--- src/sv/sfm_pkg.sv ---
// ----------------------------------------------------------------------------
// sfm_pkg
// Shared types and constants of the first-match substring search block.
// ----------------------------------------------------------------------------
package sfm_pkg;

  // Sizes of the pattern store and the text index range
  localparam int MAX_PATTERN = 64;
  localparam int MAX_TEXT    = 65536;

  // Derived widths
  localparam int PAT_LEN_W = $clog2(MAX_PATTERN + 1);
  localparam int PAT_IDX_W = (MAX_PATTERN > 1) ? $clog2(MAX_PATTERN) : 1;
  localparam int TXT_POS_W = $clog2(MAX_TEXT + 1);
  localparam int FOUND_W   = (MAX_TEXT > 1) ? $clog2(MAX_TEXT) : 1;

  // Field widths of the stream beats
  localparam int KIND_W       = 2;
  localparam int SYM_W        = 8;
  localparam int MATCH_W      = 17;
  localparam int IN_TDATA_W   = 8;
  localparam int IN_TUSER_W   = 2;
  localparam int OUT_TDATA_W  = 24;
  localparam int OUT_FIELDS_W = MATCH_W + 2;

  // Command queue between front and back
  localparam int QUEUE_DEPTH = 2;
  localparam int QPTR_W      = (QUEUE_DEPTH > 1) ? $clog2(QUEUE_DEPTH) : 1;
  localparam int QCNT_W      = $clog2(QUEUE_DEPTH + 1);

  // Item kinds as they arrive on tuser
  typedef enum logic [KIND_W-1:0] {
    OP_PAT_BYTE = 2'd0,
    OP_PAT_END  = 2'd1,
    OP_TXT_BYTE = 2'd2,
    OP_TXT_END  = 2'd3
  } op_t;

  // One queued command
  typedef struct packed {
    op_t              op;
    logic [SYM_W-1:0] symbol;
  } cmd_t;

  // Queue head as seen by the back end
  typedef struct packed {
    logic valid;
    cmd_t cmd;
  } cmd_head_t;

endpackage

--- src/sv/sfm_front.sv ---
// ----------------------------------------------------------------------------
// sfm_front
// Input side: takes stream beats, decodes the kind and holds the commands in
// a short queue so the back end can stall; in_tready drops once it is full.
// ----------------------------------------------------------------------------
module sfm_front (
  input  logic                              clk,
  input  logic                              rst_n,
  input  logic                              in_tvalid,
  output logic                              in_tready,
  input  logic [sfm_pkg::IN_TDATA_W-1:0]    in_tdata,  // [7:0] symbol
  input  logic [sfm_pkg::IN_TUSER_W-1:0]    in_tuser,  // [1:0] kind
  output sfm_pkg::cmd_head_t                head,
  input  logic                              pop
);

  sfm_pkg::cmd_t              q_r [sfm_pkg::QUEUE_DEPTH];
  logic [sfm_pkg::QPTR_W-1:0] wr_ptr_r, wr_ptr_nxt;
  logic [sfm_pkg::QPTR_W-1:0] rd_ptr_r, rd_ptr_nxt;
  logic [sfm_pkg::QCNT_W-1:0] cnt_r, cnt_nxt;
  logic                       push;
  logic                       do_pop;
  sfm_pkg::cmd_t              new_cmd;

  // Decode the incoming beat
  always_comb begin
    new_cmd.op     = sfm_pkg::op_t'(in_tuser[sfm_pkg::KIND_W-1:0]);
    new_cmd.symbol = in_tdata[sfm_pkg::SYM_W-1:0];
  end

  assign in_tready = (cnt_r != sfm_pkg::QCNT_W'(sfm_pkg::QUEUE_DEPTH));
  assign push      = in_tvalid && in_tready;
  assign do_pop    = pop && (cnt_r != '0);

  assign head.valid = (cnt_r != '0);
  assign head.cmd   = q_r[rd_ptr_r];

  // Pointer and count updates
  always_comb begin
    wr_ptr_nxt = wr_ptr_r;
    rd_ptr_nxt = rd_ptr_r;
    cnt_nxt    = cnt_r;
    if (push) begin
      wr_ptr_nxt = (wr_ptr_r == sfm_pkg::QPTR_W'(sfm_pkg::QUEUE_DEPTH - 1)) ?
                   '0 : wr_ptr_r + 1'b1;
    end
    if (do_pop) begin
      rd_ptr_nxt = (rd_ptr_r == sfm_pkg::QPTR_W'(sfm_pkg::QUEUE_DEPTH - 1)) ?
                   '0 : rd_ptr_r + 1'b1;
    end
    if (push && !do_pop) begin
      cnt_nxt = cnt_r + 1'b1;
    end else if (!push && do_pop) begin
      cnt_nxt = cnt_r - 1'b1;
    end
  end

  always_ff @(posedge clk) begin
    if (!rst_n) begin
      wr_ptr_r <= '0;
      rd_ptr_r <= '0;
      cnt_r    <= '0;
    end else begin
      wr_ptr_r <= wr_ptr_nxt;
      rd_ptr_r <= rd_ptr_nxt;
      cnt_r    <= cnt_nxt;
    end
  end

  // Queue storage, no reset needed
  always_ff @(posedge clk) begin
    if (push) begin
      q_r[wr_ptr_r] <= new_cmd;
    end
  end

endmodule

--- src/sv/sfm_back.sv ---
// ----------------------------------------------------------------------------
// sfm_back
// Search engine: pattern store, one compare cell per pattern position with a
// partial-match bit each, first-match tracking and the result register.
// ----------------------------------------------------------------------------
module sfm_back (
  input  logic                               clk,
  input  logic                               rst_n,
  input  sfm_pkg::cmd_head_t                 head,
  output logic                               pop,
  output logic                               out_tvalid,
  input  logic                               out_tready,
  output logic [sfm_pkg::OUT_TDATA_W-1:0]    out_tdata  // [16:0] match_index,
                                                        // [17] pattern_overflow,
                                                        // [18] text_overflow
);

  localparam int MP = sfm_pkg::MAX_PATTERN;

  // Pattern store: written at the fill index, each cell reads its own entry
  logic [sfm_pkg::SYM_W-1:0]     pat_store_r [MP];

  logic [sfm_pkg::PAT_LEN_W-1:0] pat_len_r, pat_len_nxt;
  logic                          pat_closed_r, pat_closed_nxt;
  logic [MP-1:0]                 pm_r, pm_nxt;
  logic [sfm_pkg::TXT_POS_W-1:0] txt_pos_r, txt_pos_nxt;
  logic                          found_r, found_nxt;
  logic [sfm_pkg::FOUND_W-1:0]   found_pos_r, found_pos_nxt;
  logic                          pat_ovf_r, pat_ovf_nxt;
  logic                          txt_ovf_r, txt_ovf_nxt;
  logic                          out_valid_r, out_valid_nxt;
  logic [sfm_pkg::OUT_FIELDS_W-1:0] out_data_r, out_data_nxt;

  logic                          out_free;
  logic                          exec;
  logic [sfm_pkg::PAT_LEN_W-1:0] len_eff;
  logic                          store_we;
  logic [MP-1:0]                 cell_pm;
  logic [sfm_pkg::PAT_LEN_W-1:0] last_pos;
  logic                          hit;
  logic [sfm_pkg::TXT_POS_W-1:0] start_pos;
  logic [sfm_pkg::MATCH_W-1:0]   match_idx;

  // A text end needs a free result slot; everything else always proceeds
  assign out_free = !out_valid_r || out_tready;
  assign pop      = head.valid && ((head.cmd.op != sfm_pkg::OP_TXT_END) || out_free);
  assign exec     = pop;

  // A pattern byte on a closed pattern starts over at length zero
  assign len_eff  = pat_closed_r ? '0 : pat_len_r;
  assign store_we = exec && (head.cmd.op == sfm_pkg::OP_PAT_BYTE) &&
                    (len_eff < sfm_pkg::PAT_LEN_W'(MP));

  // Compare cells: bit i extends the match of bit i-1 by this byte
  always_comb begin
    for (int i = 0; i < MP; i++) begin
      cell_pm[i] = ((i == 0) ? 1'b1 : pm_r[(i == 0) ? 0 : i - 1]) &&
                   (pat_store_r[i] == head.cmd.symbol) &&
                   (sfm_pkg::PAT_LEN_W'(i) < pat_len_r);
    end
  end

  assign last_pos  = pat_len_r - 1'b1;
  assign hit       = cell_pm[last_pos[sfm_pkg::PAT_IDX_W-1:0]];
  assign start_pos = txt_pos_r + 1'b1 - sfm_pkg::TXT_POS_W'(pat_len_r);

  // Result index: empty pattern matches at zero, no match gives all ones
  always_comb begin
    if (pat_len_r == '0) begin
      match_idx = '0;
    end else if (found_r) begin
      match_idx = sfm_pkg::MATCH_W'(found_pos_r);
    end else begin
      match_idx = '1;
    end
  end

  // Command execution
  always_comb begin
    pat_len_nxt    = pat_len_r;
    pat_closed_nxt = pat_closed_r;
    pm_nxt         = pm_r;
    txt_pos_nxt    = txt_pos_r;
    found_nxt      = found_r;
    found_pos_nxt  = found_pos_r;
    pat_ovf_nxt    = pat_ovf_r;
    txt_ovf_nxt    = txt_ovf_r;
    out_data_nxt   = out_data_r;
    out_valid_nxt  = out_valid_r && !out_tready;
    if (exec) begin
      unique case (head.cmd.op)
        sfm_pkg::OP_PAT_BYTE: begin
          if (pat_closed_r) begin
            pat_closed_nxt = 1'b0;
            pat_ovf_nxt    = 1'b0;
            txt_ovf_nxt    = 1'b0;
            pm_nxt         = '0;
            txt_pos_nxt    = '0;
            found_nxt      = 1'b0;
            found_pos_nxt  = '0;
          end
          if (len_eff < sfm_pkg::PAT_LEN_W'(MP)) begin
            pat_len_nxt = len_eff + 1'b1;
          end else begin
            pat_len_nxt = len_eff;
            pat_ovf_nxt = 1'b1;
          end
        end
        sfm_pkg::OP_PAT_END: begin
          pat_closed_nxt = 1'b1;
          txt_ovf_nxt    = 1'b0;
          pm_nxt         = '0;
          txt_pos_nxt    = '0;
          found_nxt      = 1'b0;
          found_pos_nxt  = '0;
        end
        sfm_pkg::OP_TXT_BYTE: begin
          pat_closed_nxt = 1'b1;
          if (txt_pos_r >= sfm_pkg::TXT_POS_W'(sfm_pkg::MAX_TEXT)) begin
            txt_ovf_nxt = 1'b1;
          end else begin
            if (!found_r && (pat_len_r != '0)) begin
              pm_nxt = cell_pm;
              if (hit) begin
                found_nxt     = 1'b1;
                found_pos_nxt = start_pos[sfm_pkg::FOUND_W-1:0];
              end
            end
            txt_pos_nxt = txt_pos_r + 1'b1;
          end
        end
        sfm_pkg::OP_TXT_END: begin
          pat_closed_nxt = 1'b1;
          out_valid_nxt  = 1'b1;
          out_data_nxt   = {txt_ovf_r, pat_ovf_r, match_idx};
          txt_ovf_nxt    = 1'b0;
          pm_nxt         = '0;
          txt_pos_nxt    = '0;
          found_nxt      = 1'b0;
          found_pos_nxt  = '0;
        end
        default: begin
          pat_closed_nxt = pat_closed_r;
        end
      endcase
    end
  end

  always_ff @(posedge clk) begin
    if (!rst_n) begin
      pat_len_r    <= '0;
      pat_closed_r <= 1'b1;
      pm_r         <= '0;
      txt_pos_r    <= '0;
      found_r      <= 1'b0;
      found_pos_r  <= '0;
      pat_ovf_r    <= 1'b0;
      txt_ovf_r    <= 1'b0;
      out_valid_r  <= 1'b0;
    end else begin
      pat_len_r    <= pat_len_nxt;
      pat_closed_r <= pat_closed_nxt;
      pm_r         <= pm_nxt;
      txt_pos_r    <= txt_pos_nxt;
      found_r      <= found_nxt;
      found_pos_r  <= found_pos_nxt;
      pat_ovf_r    <= pat_ovf_nxt;
      txt_ovf_r    <= txt_ovf_nxt;
      out_valid_r  <= out_valid_nxt;
    end
  end

  // Payload registers
  always_ff @(posedge clk) begin
    out_data_r <= out_data_nxt;
    if (store_we) begin
      pat_store_r[len_eff[sfm_pkg::PAT_IDX_W-1:0]] <= head.cmd.symbol;
    end
  end

  assign out_tvalid = out_valid_r;
  assign out_tdata  = sfm_pkg::OUT_TDATA_W'(out_data_r);

endmodule

--- src/sv/substring_first_match.sv ---
// ----------------------------------------------------------------------------
// substring_first_match
// Streaming first-occurrence substring search over a stored pattern.
// ----------------------------------------------------------------------------
// Send the pattern as pattern-byte beats closed by a pattern-end beat, then
// the text as text-byte beats closed by a text-end beat; the text-end beat
// yields one result beat with the first match index (-1 if none, 0 for an
// empty pattern) and the two overflow flags. A two-entry command queue
// feeds the search engine, whose 64 compare cells check all pattern
// positions against each text byte in parallel, so one beat per clock is
// sustained. Only a text-end beat waits, and only while the previous result
// is still held in the output register. The pattern store has no reset and
// needs no clearing pass; the block is ready right after reset. A new text
// can follow with the same pattern.
// ----------------------------------------------------------------------------
module substring_first_match (
  input  logic                              clk,
  input  logic                              rst_n,
  input  logic                              in_tvalid,
  output logic                              in_tready,
  input  logic [sfm_pkg::IN_TDATA_W-1:0]    in_tdata,   // [7:0] symbol
  input  logic [sfm_pkg::IN_TUSER_W-1:0]    in_tuser,   // [1:0] kind
  output logic                              out_tvalid,
  input  logic                              out_tready,
  output logic [sfm_pkg::OUT_TDATA_W-1:0]   out_tdata   // [16:0] match_index,
                                                        // [17] pattern_overflow,
                                                        // [18] text_overflow,
                                                        // [23:19] zero
);

  sfm_pkg::cmd_head_t head;
  logic               pop;

  // Front: beat intake and command queue
  sfm_front u_front (
    .clk       (clk),
    .rst_n     (rst_n),
    .in_tvalid (in_tvalid),
    .in_tready (in_tready),
    .in_tdata  (in_tdata),
    .in_tuser  (in_tuser),
    .head      (head),
    .pop       (pop)
  );

  // Back: compare cells and result register
  sfm_back u_back (
    .clk        (clk),
    .rst_n      (rst_n),
    .head       (head),
    .pop        (pop),
    .out_tvalid (out_tvalid),
    .out_tready (out_tready),
    .out_tdata  (out_tdata)
  );

endmodule
--- config.mk ---
export PLATFORM = sky130hd
export DESIGN_NAME = substring_first_match
export DESIGN_NICKNAME = d
export VERILOG_FILES = /design/src/sv/sfm_pkg.sv /design/src/sv/sfm_front.sv /design/src/sv/sfm_back.sv /design/src/sv/substring_first_match.sv
export SDC_FILE = /design/constraint.sdc
export NUM_CORES = 1
export LEC_CHECK = 0
export ABC_AREA = 1
export BUFFER_PORTS_ARGS = -buffer_cell sky130_fd_sc_hd__buf_2
export CAP_MARGIN = 20
export CORE_MARGIN = 2
export CORE_UTILIZATION = 51
export DETAILED_ROUTE_END_ITERATION = 6
export HOLD_SLACK_MARGIN = 0.03
export PLACE_DENSITY = 0.78
export RECOVER_POWER = 100
export SKIP_LAST_GASP = 1
export SLEW_MARGIN = 20
export SYNTH_ARGS = -nofsm -noshare
export SYNTH_HDL_FRONTEND = slang
export SYNTH_HIERARCHICAL = 1
export SYNTH_SLANG_ARGS = --single-unit
export TNS_END_PERCENT = 100
--- constraint.sdc ---
create_clock -name clk -period 3.9 [get_ports clk]
set_input_delay 0.78 -clock clk [delete_from_list [all_inputs] [get_ports clk]]
set_output_delay 0.78 -clock clk [all_outputs]
set_load 0.005 [all_outputs]
== Yosys cells after proc, flatten, opt, wreduce, memory -nomap -nowiden ==
Memories as Yosys holds them, arrays and structs flattened. A register that Yosys moved wholly into a read port is not among the register bits.
Index checks and enable logic that the tools add are counted.

* Add/subtract/negate cells: 8
* Order comparisons: 67
* Eq/ne operators: 75
* Muxes and demuxes: 38
* Reductions and logical operators: 157

{| class="wikitable"
|+ Operators by type and width
! cell !! number
|-
| $eq A8 B8 Y1 || 64
|-
| $lt A6 B7 Y1 const A || 32
|-
| $mux W63 || 3
|-
| $pmux W63 S3 || 1
|-
| $logic_and A1 B1 Y1 || 136
|-
| $lt A5 B7 Y1 const A || 16
|-
| $mux W16 || 4
|-
| $lt A4 B7 Y1 const A || 8
|-
| $mux W17 || 3
|-
| $pmux W17 S3 || 1
|-
| $pmux W16 S3 || 1
|-
| $lt A3 B7 Y1 const A || 4
|-
| $add A17 B1 Y17 const B || 1
|-
| $ge A17 B17 Y1 const B || 1
|-
| $mux W1 || 17
|-
| $sub A16 B7 Y16 || 1
|-
| $lt A1 B7 Y1 const A || 2
|-
| $lt A2 B7 Y1 const A || 2
|-
| $mux W7 || 2
|-
| $ne A2 B1 Y1 const B || 5
|-
| $reduce_and A3 Y1 || 3
|-
| $add A7 B1 Y7 const B || 1
|-
| $logic_not A7 Y1 || 1
|-
| $lt A6 B7 Y1 const B || 1
|-
| other kinds (22) || 35
|}

* Register bits after elaboration: 131
* RAM bits: 532
* Input port bits: 14
* Output and inout port bits: 26
* Logic and storage cells: 361
* Memories kept: 2

{| class="wikitable"
|+ Memory list
! memory !! words !! bits a word !! rd ports !! clocked after Yosys merged registers in !! write ports !! RTL line !! text
|-
| u_back.pat_store_r || 64 || 8 || 64 || 0 || 1 || sfm_back.sv:21 || <nowiki>logic [sfm_pkg::SYM_W-1:0] pat_store_r [MP];</nowiki>
|-
| u_front.q_r || 2 || 10 || 1 || 1 || 1 || sfm_front.sv:17 || <nowiki>sfm_pkg::cmd_t q_r [sfm_pkg::QUEUE_DEPTH];</nowiki>
|}

== Longest topological paths before layout ==
Gate-level depths: netlist (run 1).
An unclocked memory read counts as a cell.

* Depth in word-level cells: 10
* Mapped depth: 22
* Gate-level depth less buffers: 20

== Modules after synthesis ==
The synthesis (run 1) kept the hierarchy.

{| class="wikitable"
|+ By module, submodules not included
! module !! times used !! cells each !! area each (µm²)
|-
| sfm_back || 1 || 3417 || 30973.5
|-
| sfm_front || 1 || 68 || 980.9
|}

== Least setup slack after synthesis (run 1) ==
Ideal clock, no wire load.

* Kind: reg2reg
* Start point: register (tool-made name)
* End point: register u_back/found_pos_r[0] (netlist name)
* Setup time: 132 ps
* Arrival time: 2925 ps
* Required time: 3768 ps
* Setup slack: 842 ps
* Cell stages (with the launch flop): 22
* Buffers on the path: 5
* Period minus slack after synthesis: 3058 ps
* Path through: dfxtp_1 > buf_4 > mux2_2 > buf_2 > buf_6 > buf_4 > nand2_1 > nand2_1 > nand2_1 > nor2_1 > nand3_1 > nand2_1 > nand3_1 > nand3_1 > nand3_1 > nand3_1 > nand3_1 > nand3_4 > nand2_4 > buf_6 > nand2_1 > a21oi_1

{| class="wikitable"
|+ RTL lines
! item !! RTL line !! text
|-
| to (signal assigned) || sfm_back.sv:166 || <nowiki>found_pos_r <= found_pos_nxt;</nowiki>
|-
| to (decl) || sfm_back.sv:28 || <nowiki>logic [sfm_pkg::FOUND_W-1:0] found_pos_r, found_pos_nxt;</nowiki>
|}

== Worst setup path in the final report (run 1) ==
* Start point: register u_back/pat_len_r[5] (netlist name)
* End point: register u_back.pm_r[36]

* Word-level cells in the longest chain between the ends: 5
* Elaborated cells on any way between the ends: 9

{| class="wikitable"
|+ Ends and longest elaborated chain
! item !! RTL line !! text
|-
| from (decl) || sfm_back.sv:23 || <nowiki>logic [sfm_pkg::PAT_LEN_W-1:0] pat_len_r, pat_len_nxt;</nowiki>
|-
| from (signal assigned) || sfm_back.sv:161 || <nowiki>pat_len_r <= pat_len_nxt;</nowiki>
|-
| $lt A6 B7 Y1 || sfm_back.sv:59 || <nowiki>(sfm_pkg::PAT_LEN_W'(i) < pat_len_r);</nowiki>
|-
| $logic_and A1 B1 Y1 || sfm_back.sv:58 || <nowiki>(pat_store_r[i] == head.cmd.symbol) &&</nowiki>
|-
| $mux W63 || sfm_back.sv:122 || <nowiki>if (!found_r && (pat_len_r != '0)) begin</nowiki>
|-
| $mux W63 || sfm_back.sv:119 || <nowiki>if (txt_pos_r >= sfm_pkg::TXT_POS_W'(sfm_pkg::MAX_TEXT)) begin</nowiki>
|-
| $pmux W63 S3 || sfm_back.sv:91 || <nowiki>unique case (head.cmd.op)</nowiki>
|-
| to (signal assigned) || sfm_back.sv:163 || <nowiki>pm_r <= pm_nxt;</nowiki>
|-
| to (decl) || sfm_back.sv:25 || <nowiki>logic [MP-1:0] pm_r, pm_nxt;</nowiki>
|}

Several ways; a longest one is shown, not always the timed one. The select of a mux whose other input is x is not followed.
A chain may end at the register's enable or synchronous reset.

==> qor.json, run 1 <==
{
  "clocking": {
    "cts-htree-levels": 3,
    "cts_inserted_buffers": 70,
    "number_of_buffers_inserted_by_hold_repair_at_cts": 0,
    "clock_path_buffers": 3,
    "post_cts_buffers": 0,
    "cts.repair.resized": 0,
    "clkLatencyLatePin_ns": 0.62,
    "clock_sinks": 664,
    "path_clk_slew_ns": 0.06,
    "tritoncts_clock_tree": "done",
    "clock_tree.root_cell": "sky130_fd_sc_hd__clkbuf_16"
  },
  "yosys": {
    "yosysWarnings": 6,
    "post-synth-top-area-fraction_pct": 51.78,
    "synth_async_sr_flop_share_pct": 0,
    "synth.top_cells.by_count": "1007 x sky130_fd_sc_hd__nand2_1, 551 x sky130_fd_sc_hd__edfxtp_1, 474 x sky130_fd_sc_hd__nor2_1, 329 x sky130_fd_sc_hd__inv_1, 215 x sky130_fd_sc_hd__nand3_1",
    "synthesis.area_per_instance_sq_um": 9.169,
    "synth.yosys.seq_area_share_pct": 58.86,
    "netlist_instances": 3485,
    "yosysMostFrequentCell": "sky130_fd_sc_hd__nand2_1",
    "synth_cell_types": 51,
    "synth-seq-cells": 664,
    "synth-edff-count": 551,
    "synthesized_area_sq_um": 31950,
    "yosys_most_used_dff": "sky130_fd_sc_hd__edfxtp_1",
    "ys_top_cells_by_area": "sky130_fd_sc_hd__edfxtp_1 52%, sky130_fd_sc_hd__nand2_1 12%, sky130_fd_sc_hd__dfxtp_1 7.1%",
    "yosysTopAreaCell": "sky130_fd_sc_hd__edfxtp_1"
  },
  "pwr": {
    "maximum_ir_drop_on_the_vdd_rail_v": 0.0005254,
    "leakage_nw": 13.75,
    "pwr_density_cell_nw_per_um2": 606.8,
    "fin_total_pwr_w": 0.02169
  },
  "global_route": {
    "grt_first_pass_wirelength_um": 133800,
    "grt_use_total_pct": 27.22,
    "grt_overflow": 0,
    "grt_start_max_net_pins": 81,
    "first_global_vias": 23970,
    "initial_antenna_violation_count": 2
  },
  "placement": {
    "finalWeightedCongestion": 0.9375,
    "post_dp_cell_area_sq_um": 33690,
    "post-place-cells": 4333,
    "buffer_ports.inserted": 34,
    "place_hpwl_um": 54410
  },
  "worst_setup_path": {
    "worstReg2RegStart": "u_back/pat_len_r[5]",
    "crit_end": "u_back/pm_r[36]",
    "worst-path-max-fanout": 28,
    "worstSetupStartpointType": "flop",
    "timing.reg2reg.worst_path_depth": 10,
    "worst-endpoint-arrival_ns": 4.23,
    "timing.rr.end": "u_back/pm_r[36]",
    "crit_startpoint": "u_back/pat_len_r[5]",
    "required_ns": 4.43,
    "path_class": "flop to flop",
    "endpoint_kind": "flop",
    "register_to_register_setup_slack_ns": 0.20
  },
  "floorplanning": {
    "initial_utilization_pct": 51.68,
    "die_y_um": 254.3,
    "floorplan.die_area_sq_um": 64670,
    "die_width_um": 254.3,
    "std_cell_rows": 91,
    "io-pin-count": 40,
    "design.core.area_sq_um": 61830
  },
  "sta": {
    "maxSlewViolCount": 0,
    "rsz0062_at_grt": "false",
    "min_period_over_period_pct": 94.85,
    "slew_headroom_pct": 27.58,
    "finalSetupTns_ns": 0,
    "final.setup_skew_ns": 0.01640,
    "hold_violations": 0,
    "timing.final.crit_period_ns": 3.699,
    "final_setup_violation_count": 0,
    "fmax_ghz": 0.2703,
    "worst-slew-pin-transition_ns": 1.085
  },
  "routing": {
    "vias_per_cell": 5.574,
    "detail-route-antenna-nets": 0,
    "via_count": 24880,
    "drtPass1Iterations": 7,
    "routed_wire_length_per_instance_um": 19.63,
    "detailedRoute.firstIterationViolations": 3084,
    "remaining_drc_errors": 0,
    "routed_wire_length_um": 87630
  },
  "run_status": {
    "status": "complete, no violations"
  },
  "hold_path": {
    "hp-start": "in_tdata[5]",
    "min_path_type": "input port to flop"
  },
  "layout": {
    "layout-drive-gt1-share_pct": 6.674,
    "instances_no_fill": 4464,
    "syn2layout_area_growth_pct": 11.86,
    "nets": 3595,
    "finished_cell_area_sq_um": 35740
  },
  "job": {
    "cap_violations": 0
  }
}
==> layout by cell type (no fill, tap or decap), drive strengths merged, types with 5 or more instances in the layout <==
| master | n |
|---|---|
| nand2 | 1018 |
| buf | 76 |
| clkinv | 31 |
| nor2 | 481 |
| nand3 | 217 |
| or2 | 27 |
| nand3b | 7 |
| a21oi | 108 |
| dfxtp | 113 |
| mux2 | 10 |
| a32oi | 13 |
| o211ai | 9 |
| a21boi | 10 |
| edfxtp | 551 |
| o21ai | 124 |
| conb | 5 |
| inv | 350 |
| ha | 11 |
| xor2 | 76 |
| clkbuf | 173 |
| nand4 | 34 |
| xnor2 | 133 |
| o22ai | 5 |
| nor3 | 28 |
==> worst min-delay path by stage <==
stage | endpoint | slack (ns) | cells past startpoint
floorplan | u_back/out_data_r[18] | 0.40 | 0
CTS | u_front/q_r[0][5] | 0.33 | 1
finish | u_front/q_r[0][5] | 0.36 | 1
global placement | u_back/pm_r[44] | 0.45 | 2
detailed placement | u_back/pm_r[59] | 0.45 | 2
global route | u_front/q_r[1][8] | 0.33 | 1
==> flip-flops by register name, indices dropped and copies added, names as in the netlist, 2 cells and up, named ones only <==
name / cells
u_back/found_pos_r: 16
u_front/q_r: 20
u_back/pat_len_r: 7
u_front/cnt_r: 2
u_back/txt_pos_r: 17
u_back/pat_store_r: 512
u_back/out_data_r: 19
u_back/pm_r: 63
==> power by group <==
group | total, W | internal [W] | switching [W] | leakage [nW]
sequential | 0.00846 | 0.00836 | 0.000103 | 5.88
combinational | 0.00658 | 0.00187 | 0.00471 | 6.74
clock | 0.00665 | 0.00390 | 0.00276 | 1.13
total | 0.0217 | 0.0141 | 0.00757 | 13.8
==> critical path, cell delays in order (launching register included) <==
cell,delay (ns)
sky130_fd_sc_hd__dfxtp_1,0.48
sky130_fd_sc_hd__nor2_4,0.50
sky130_fd_sc_hd__nand2_1,0.51
sky130_fd_sc_hd__nor2_1,0.40
sky130_fd_sc_hd__nor2_1,0.18
sky130_fd_sc_hd__nand2_1,0.20
sky130_fd_sc_hd__nand2_1,0.09
sky130_fd_sc_hd__inv_1,0.70
sky130_fd_sc_hd__buf_12,0.29
sky130_fd_sc_hd__nand2_1,0.07
sky130_fd_sc_hd__a21oi_1,0.19
==> kinds of logic (layout without fill, tap and decap cells) <==
kind of cell	count (synthesis)	count (layout)	synth area share, %
flip-flops	664	664	58.86
XOR/XNOR	209	209	5.729
other	1	6	0.01174
buffers and inverters	497	634	6.590
adder cells (fa/ha/maj)	12	12	0.4934
AO/OA/AOI/OAI	276	276	4.761
AND/OR/NAND/NOR	1816	1816	23.20
multiplexers	10	10	0.3524
==> layout make-up <==
class / count / area [sq um]
fill: 5125 / 26080
clock inverter: 33 / 271.5
antenna: 1 / 2.502
clock buffer: 96 / 2017
inverter: 352 / 1329
sequential: 664 / 18810
tap: 837 / 1047
timing repair buffer: 153 / 1191
multi-input combinational: 2328 / 11080
==> through the flow <==
stage	setup WS, ns	utilization, %	hold slack [ns]
2_1_floorplan	0.8423	-	0.4019
3_3_place_gp	0.5670	54.49	0.4499
3_5_place_dp	0.4350	54.49	0.4548
4_1_cts	0.3511	58.20	0.3329
5_1_grt	0.06127	57.81	0.3323
6_report	0.2007	57.81	0.3555
==> per-layer routing <==
layer / share of wire (%) / GRT usage (%)
met1: 39 / 35.51
met2: 45 / 43.22
met3: 11 / 6.154
met4: 4.8 / 12.94
met5: 0.026 / 0
Power figures use the tool's default switching activity.
==> run 2, diff against run 1 <==
--- a/config.mk
+++ b/config.mk
@@ -10,10 +10,12 @@
 export CAP_MARGIN = 20
 export CORE_MARGIN = 2
 export CORE_UTILIZATION = 51
+export CTS_BUF_LIST = sky130_fd_sc_hd__clkbuf_4 sky130_fd_sc_hd__clkbuf_8
 export DETAILED_ROUTE_END_ITERATION = 6
 export HOLD_SLACK_MARGIN = 0.03
 export PLACE_DENSITY = 0.78
 export RECOVER_POWER = 100
+export SETUP_SLACK_MARGIN = 0.4
 export SKIP_LAST_GASP = 1
 export SLEW_MARGIN = 20
 export SYNTH_ARGS = -nofsm -noshare
==> qor.json, run 2 (same netlist as run 1, synthesis figures left out) <==
{
  "placement": {
    "post_dp_cell_area": {"value": 33690, "unit": "sq um", "change": "unchanged"},
    "buffer_ports.inserted": {"value": 34, "change": "unchanged"},
    "place_hpwl": {"value": 54410, "unit": "um", "change": "unchanged"},
    "place_worst_setup_slack": {"value": 0.4350, "unit": "ns", "change": "unchanged"},
    "finalWeightedCongestion": {"value": 0.9375, "change": "unchanged"}
  },
  "global_route": {
    "grt_first_pass_wirelength": {"value": 132700, "unit": "um", "change": "was 133800 um"},
    "globalRoute.busiestLayer": {"value": "met2", "change": "unchanged"},
    "grt_use_total": {"value": 26.97, "unit": "%", "change": "was 27.22%"},
    "grt_start_max_net_pins": {"value": 81, "change": "unchanged"},
    "groute.layer.met2.usage": {"value": 42.43, "unit": "%", "change": "was 43.22%"},
    "first_global_vias": {"value": 23970, "change": "about the same"},
    "global_route.usage.met1": {"value": 35.89, "unit": "%", "change": "was 35.51%"},
    "initial_antenna_violation_count": {"value": 0, "change": "was 2"},
    "globalRouteMet3Util": {"value": 5.266, "unit": "%", "change": "was 6.154%"},
    "grt_overflow": {"value": 0, "change": "unchanged"}
  },
  "floorplanning": {
    "io-pin-count": {"value": 40, "change": "unchanged"},
    "initial_utilization": {"value": 51.68, "unit": "%", "change": "unchanged"},
    "die_width": {"value": 254.3, "unit": "um", "change": "unchanged"},
    "design.core.area": {"value": 61830, "unit": "sq um", "change": "unchanged"},
    "std_cell_rows": {"value": 91, "change": "unchanged"},
    "floorplan.die_area": {"value": 64670, "unit": "sq um", "change": "unchanged"},
    "die_y": {"value": 254.3, "unit": "um", "change": "unchanged"}
  },
  "layout": {
    "syn2layout_area_growth": {"value": 11.58, "unit": "%", "change": "was 11.86%"},
    "largest_register_ff_count": {"value": 512, "change": "unchanged"},
    "nets": {"value": 3631, "change": "was 3595"},
    "final_common_cell": {"value": "sky130_fd_sc_hd__nand2_1", "change": "unchanged"},
    "layout-drive-gt1-share": {"value": 8.685, "unit": "%", "change": "was 6.674%"},
    "insertedDiodeCount": {"value": 0, "change": "was 1"},
    "layout_common_cells": {"value": "1010 x sky130_fd_sc_hd__nand2_1, 551 x sky130_fd_sc_hd__edfxtp_1, 475 x sky130_fd_sc_hd__nor2_1", "change": "was 1010 x sky130_fd_sc_hd__nand2_1, 551 x sky130_fd_sc_hd__edfxtp_1, 474 x sky130_fd_sc_hd__nor2_1"},
    "finished_cell_area": {"value": 35650, "unit": "sq um", "change": "was 35740 sq um"}
  },
  "clocking": {
    "clkLatencyLatePin": {"value": 0.73, "unit": "ns", "change": "was 0.62 ns"},
    "clock_sinks": {"value": 664, "change": "unchanged"},
    "tritoncts_clock_tree": {"value": "done", "change": "unchanged"},
    "clock_path_buffers": {"value": 3, "change": "unchanged"},
    "clock_tree.root_cell": {"value": "sky130_fd_sc_hd__clkbuf_8", "change": "was sky130_fd_sc_hd__clkbuf_16"},
    "cts-htree-levels": {"value": 3, "change": "unchanged"},
    "cts_inserted_buffers": {"value": 105, "change": "was 70"},
    "cts.repair.resized": {"value": 0, "change": "unchanged"},
    "path_clk_slew": {"value": 0.07, "unit": "ns", "change": "was 0.06 ns"},
    "number_of_buffers_inserted_by_hold_repair_at_cts": {"value": 0, "change": "unchanged"},
    "post_cts_buffers": {"value": 0, "change": "unchanged"}
  },
  "sta": {
    "timing.final.crit_period": {"value": 3.608, "unit": "ns", "change": "was 3.699 ns"},
    "rsz0062_at_grt": {"value": "false", "change": "unchanged"},
    "fin_hold_ws": {"value": 0.2417, "unit": "ns", "change": "was 0.3555 ns"},
    "final.setup_skew": {"value": 0.03206, "unit": "ns", "change": "was 0.01640 ns"},
    "worst-slew-pin-transition": {"value": 1.118, "unit": "ns", "change": "was 1.085 ns"},
    "maxSlewViolCount": {"value": 0, "change": "unchanged"},
    "final_setup_violation_count": {"value": 0, "change": "unchanged"},
    "worst_slack": {"value": 0.2924, "unit": "ns", "change": "was 0.2007 ns"},
    "min_period_over_period": {"value": 92.50, "unit": "%", "change": "was 94.85%"},
    "fmax": {"value": 0.2772, "unit": "GHz", "change": "was 0.2703 GHz"},
    "hold_violations": {"value": 0, "change": "unchanged"},
    "slew_headroom": {"value": 25.49, "unit": "%", "change": "was 27.58%"},
    "finalSetupTns": {"value": 0, "unit": "ns", "change": "unchanged"}
  },
  "worst_setup_path": {
    "endpoint_kind": {"value": "flop", "change": "unchanged"},
    "worst-path-max-fanout": {"value": 28, "change": "unchanged"},
    "worst-endpoint-arrival": {"value": 4.24, "unit": "ns", "change": "was 4.23 ns"},
    "path_class": {"value": "flop to flop", "change": "unchanged"},
    "master_of_the_slowest_instance_on_the_critical_path": {"value": "sky130_fd_sc_hd__inv_1", "change": "unchanged"},
    "max_stage_delay": {"value": 0.70, "unit": "ns", "change": "about the same"},
    "critical_path_buf_inv_count": {"value": 2, "change": "unchanged"},
    "worst_path_dominant_cell_family": {"value": "simple AND/OR/NAND/NOR gates", "change": "unchanged"},
    "timing.critical_path.mode_cell": {"value": "sky130_fd_sc_hd__nand2_1", "change": "unchanged"},
    "path_cells": {"value": "nor2_4 > nand2_1 > nor2_1 > nor2_1 > nand2_1 > nand2_1 > inv_1 > buf_12 > nand2_1 > a21oi_1", "change": "unchanged"},
    "worstSetupStartpointType": {"value": "flop", "change": "unchanged"},
    "required": {"value": 4.53, "unit": "ns", "change": "was 4.43 ns"}
  },
  "pwr": {
    "pwr_density_cell": {"value": 593.1, "unit": "nW/um^2", "change": "was 606.8 nW/um^2"},
    "power_frac_clock": {"value": 28.8, "unit": "%", "change": "was 30.7%"},
    "switchingPower": {"value": 0.007607, "unit": "W", "change": "was 0.007571 W"},
    "leakage": {"value": 13.79, "unit": "nW", "change": "was 13.75 nW"},
    "power.internal": {"value": 0.01354, "unit": "W", "change": "was 0.01412 W"},
    "sw_frac_of_total": {"value": 35.98, "unit": "%", "change": "was 34.91%"},
    "maximum_ir_drop_on_the_vdd_rail": {"value": 0.0004130, "unit": "V", "change": "was 0.0005254 V"},
    "share_comb_of_total_power": {"value": 31.2, "unit": "%", "change": "was 30.3%"},
    "seq_power_share": {"value": 40.0, "unit": "%", "change": "was 39.0%"}
  },
  "routing": {
    "drtPass1Iterations": {"value": 6, "change": "was 7"},
    "routed_wire_length_per_instance": {"value": 19.40, "unit": "um", "change": "was 19.63 um"},
    "remaining_drc_errors": {"value": 0, "change": "unchanged"},
    "routed_wire_length": {"value": 87940, "unit": "um", "change": "was 87630 um"},
    "vias_per_cell": {"value": 5.523, "change": "was 5.574"},
    "detail-route-antenna-nets": {"value": 0, "change": "unchanged"},
    "via_count": {"value": 25040, "change": "was 24880"},
    "detailedRoute.firstIterationViolations": {"value": 3010, "change": "was 3084"}
  },
  "hold_path": {
    "min_path_type": {"value": "input port to flop", "change": "unchanged"}
  },
  "job": {
    "cap_violations": {"value": 0, "change": "unchanged"}
  },
  "run_status": {
    "status": {"value": "complete, no violations", "change": "unchanged"}
  }
}
-- run 2: layer usage --
layer / vias up / part of all wire (%)
met5: - / 0
met4: 0 / 4.8
met3: 298 / 11
met2: 1466 / 45
met1: 11720 / 40
li1: 11550 / -
-- run 2: worst reg2reg max path: cells and delay by family (launching register included) --
family | cells | cell delay [ns]
AOI/OAI and AO/OA | 1 | 0.16
and+or+nand+nor | 7 | 1.88
buffers and inverters | 2 | 0.99
DFF | 1 | 0.47
-- run 2: worst paths after layout --
kind	to	cells after the start	slack [ns]	from
worst max-delay path	u_back/pm_r[36]	10	0.29	u_back/pat_len_r[5]
worst max register to register	u_back/pm_r[36]	10	0.29	u_back/pat_len_r[5]
worst min register to register	u_back/found_pos_r[2]	2	0.46	u_back/found_pos_r[2]
worst min-delay path	u_front/q_r[1][8]	1	0.24	in_tuser[0]
-- run 2: through the flow --
step                      total power (W)  instances  utilization [%]
after floorplan                   0.01259       3489                -
after global placement            0.01495       4333            54.49
after detailed placement          0.01507       4333            54.49
after CTS                         0.02109       4531            58.02
after global routing              0.02193       4533            57.67
final                             0.02115       4533            57.67
-- run 2: power groups by stage --
stage | Combinational [W] | Sequential (W) | Clock, W
finish | 0.00660 | 0.00846 | 0.00608
global route | 0.00704 | 0.00847 | 0.00642
CTS | 0.00649 | 0.00846 | 0.00615
detailed placement | 0.00646 | 0.00861 | 0
global placement | 0.00635 | 0.00860 | 0
floorplan | 0.00401 | 0.00858 | 0
-- run 2: final cells by class --
class	instances	area, sq um
Fill cell	5166	26170
Sequential cell	664	18810
Multi-Input combinational cell	2329	11080
Clock buffer	156	1884
Inverter	352	1334
Timing Repair Buffer	153	1206
Tap cell	837	1047
Clock inverter	42	292.8
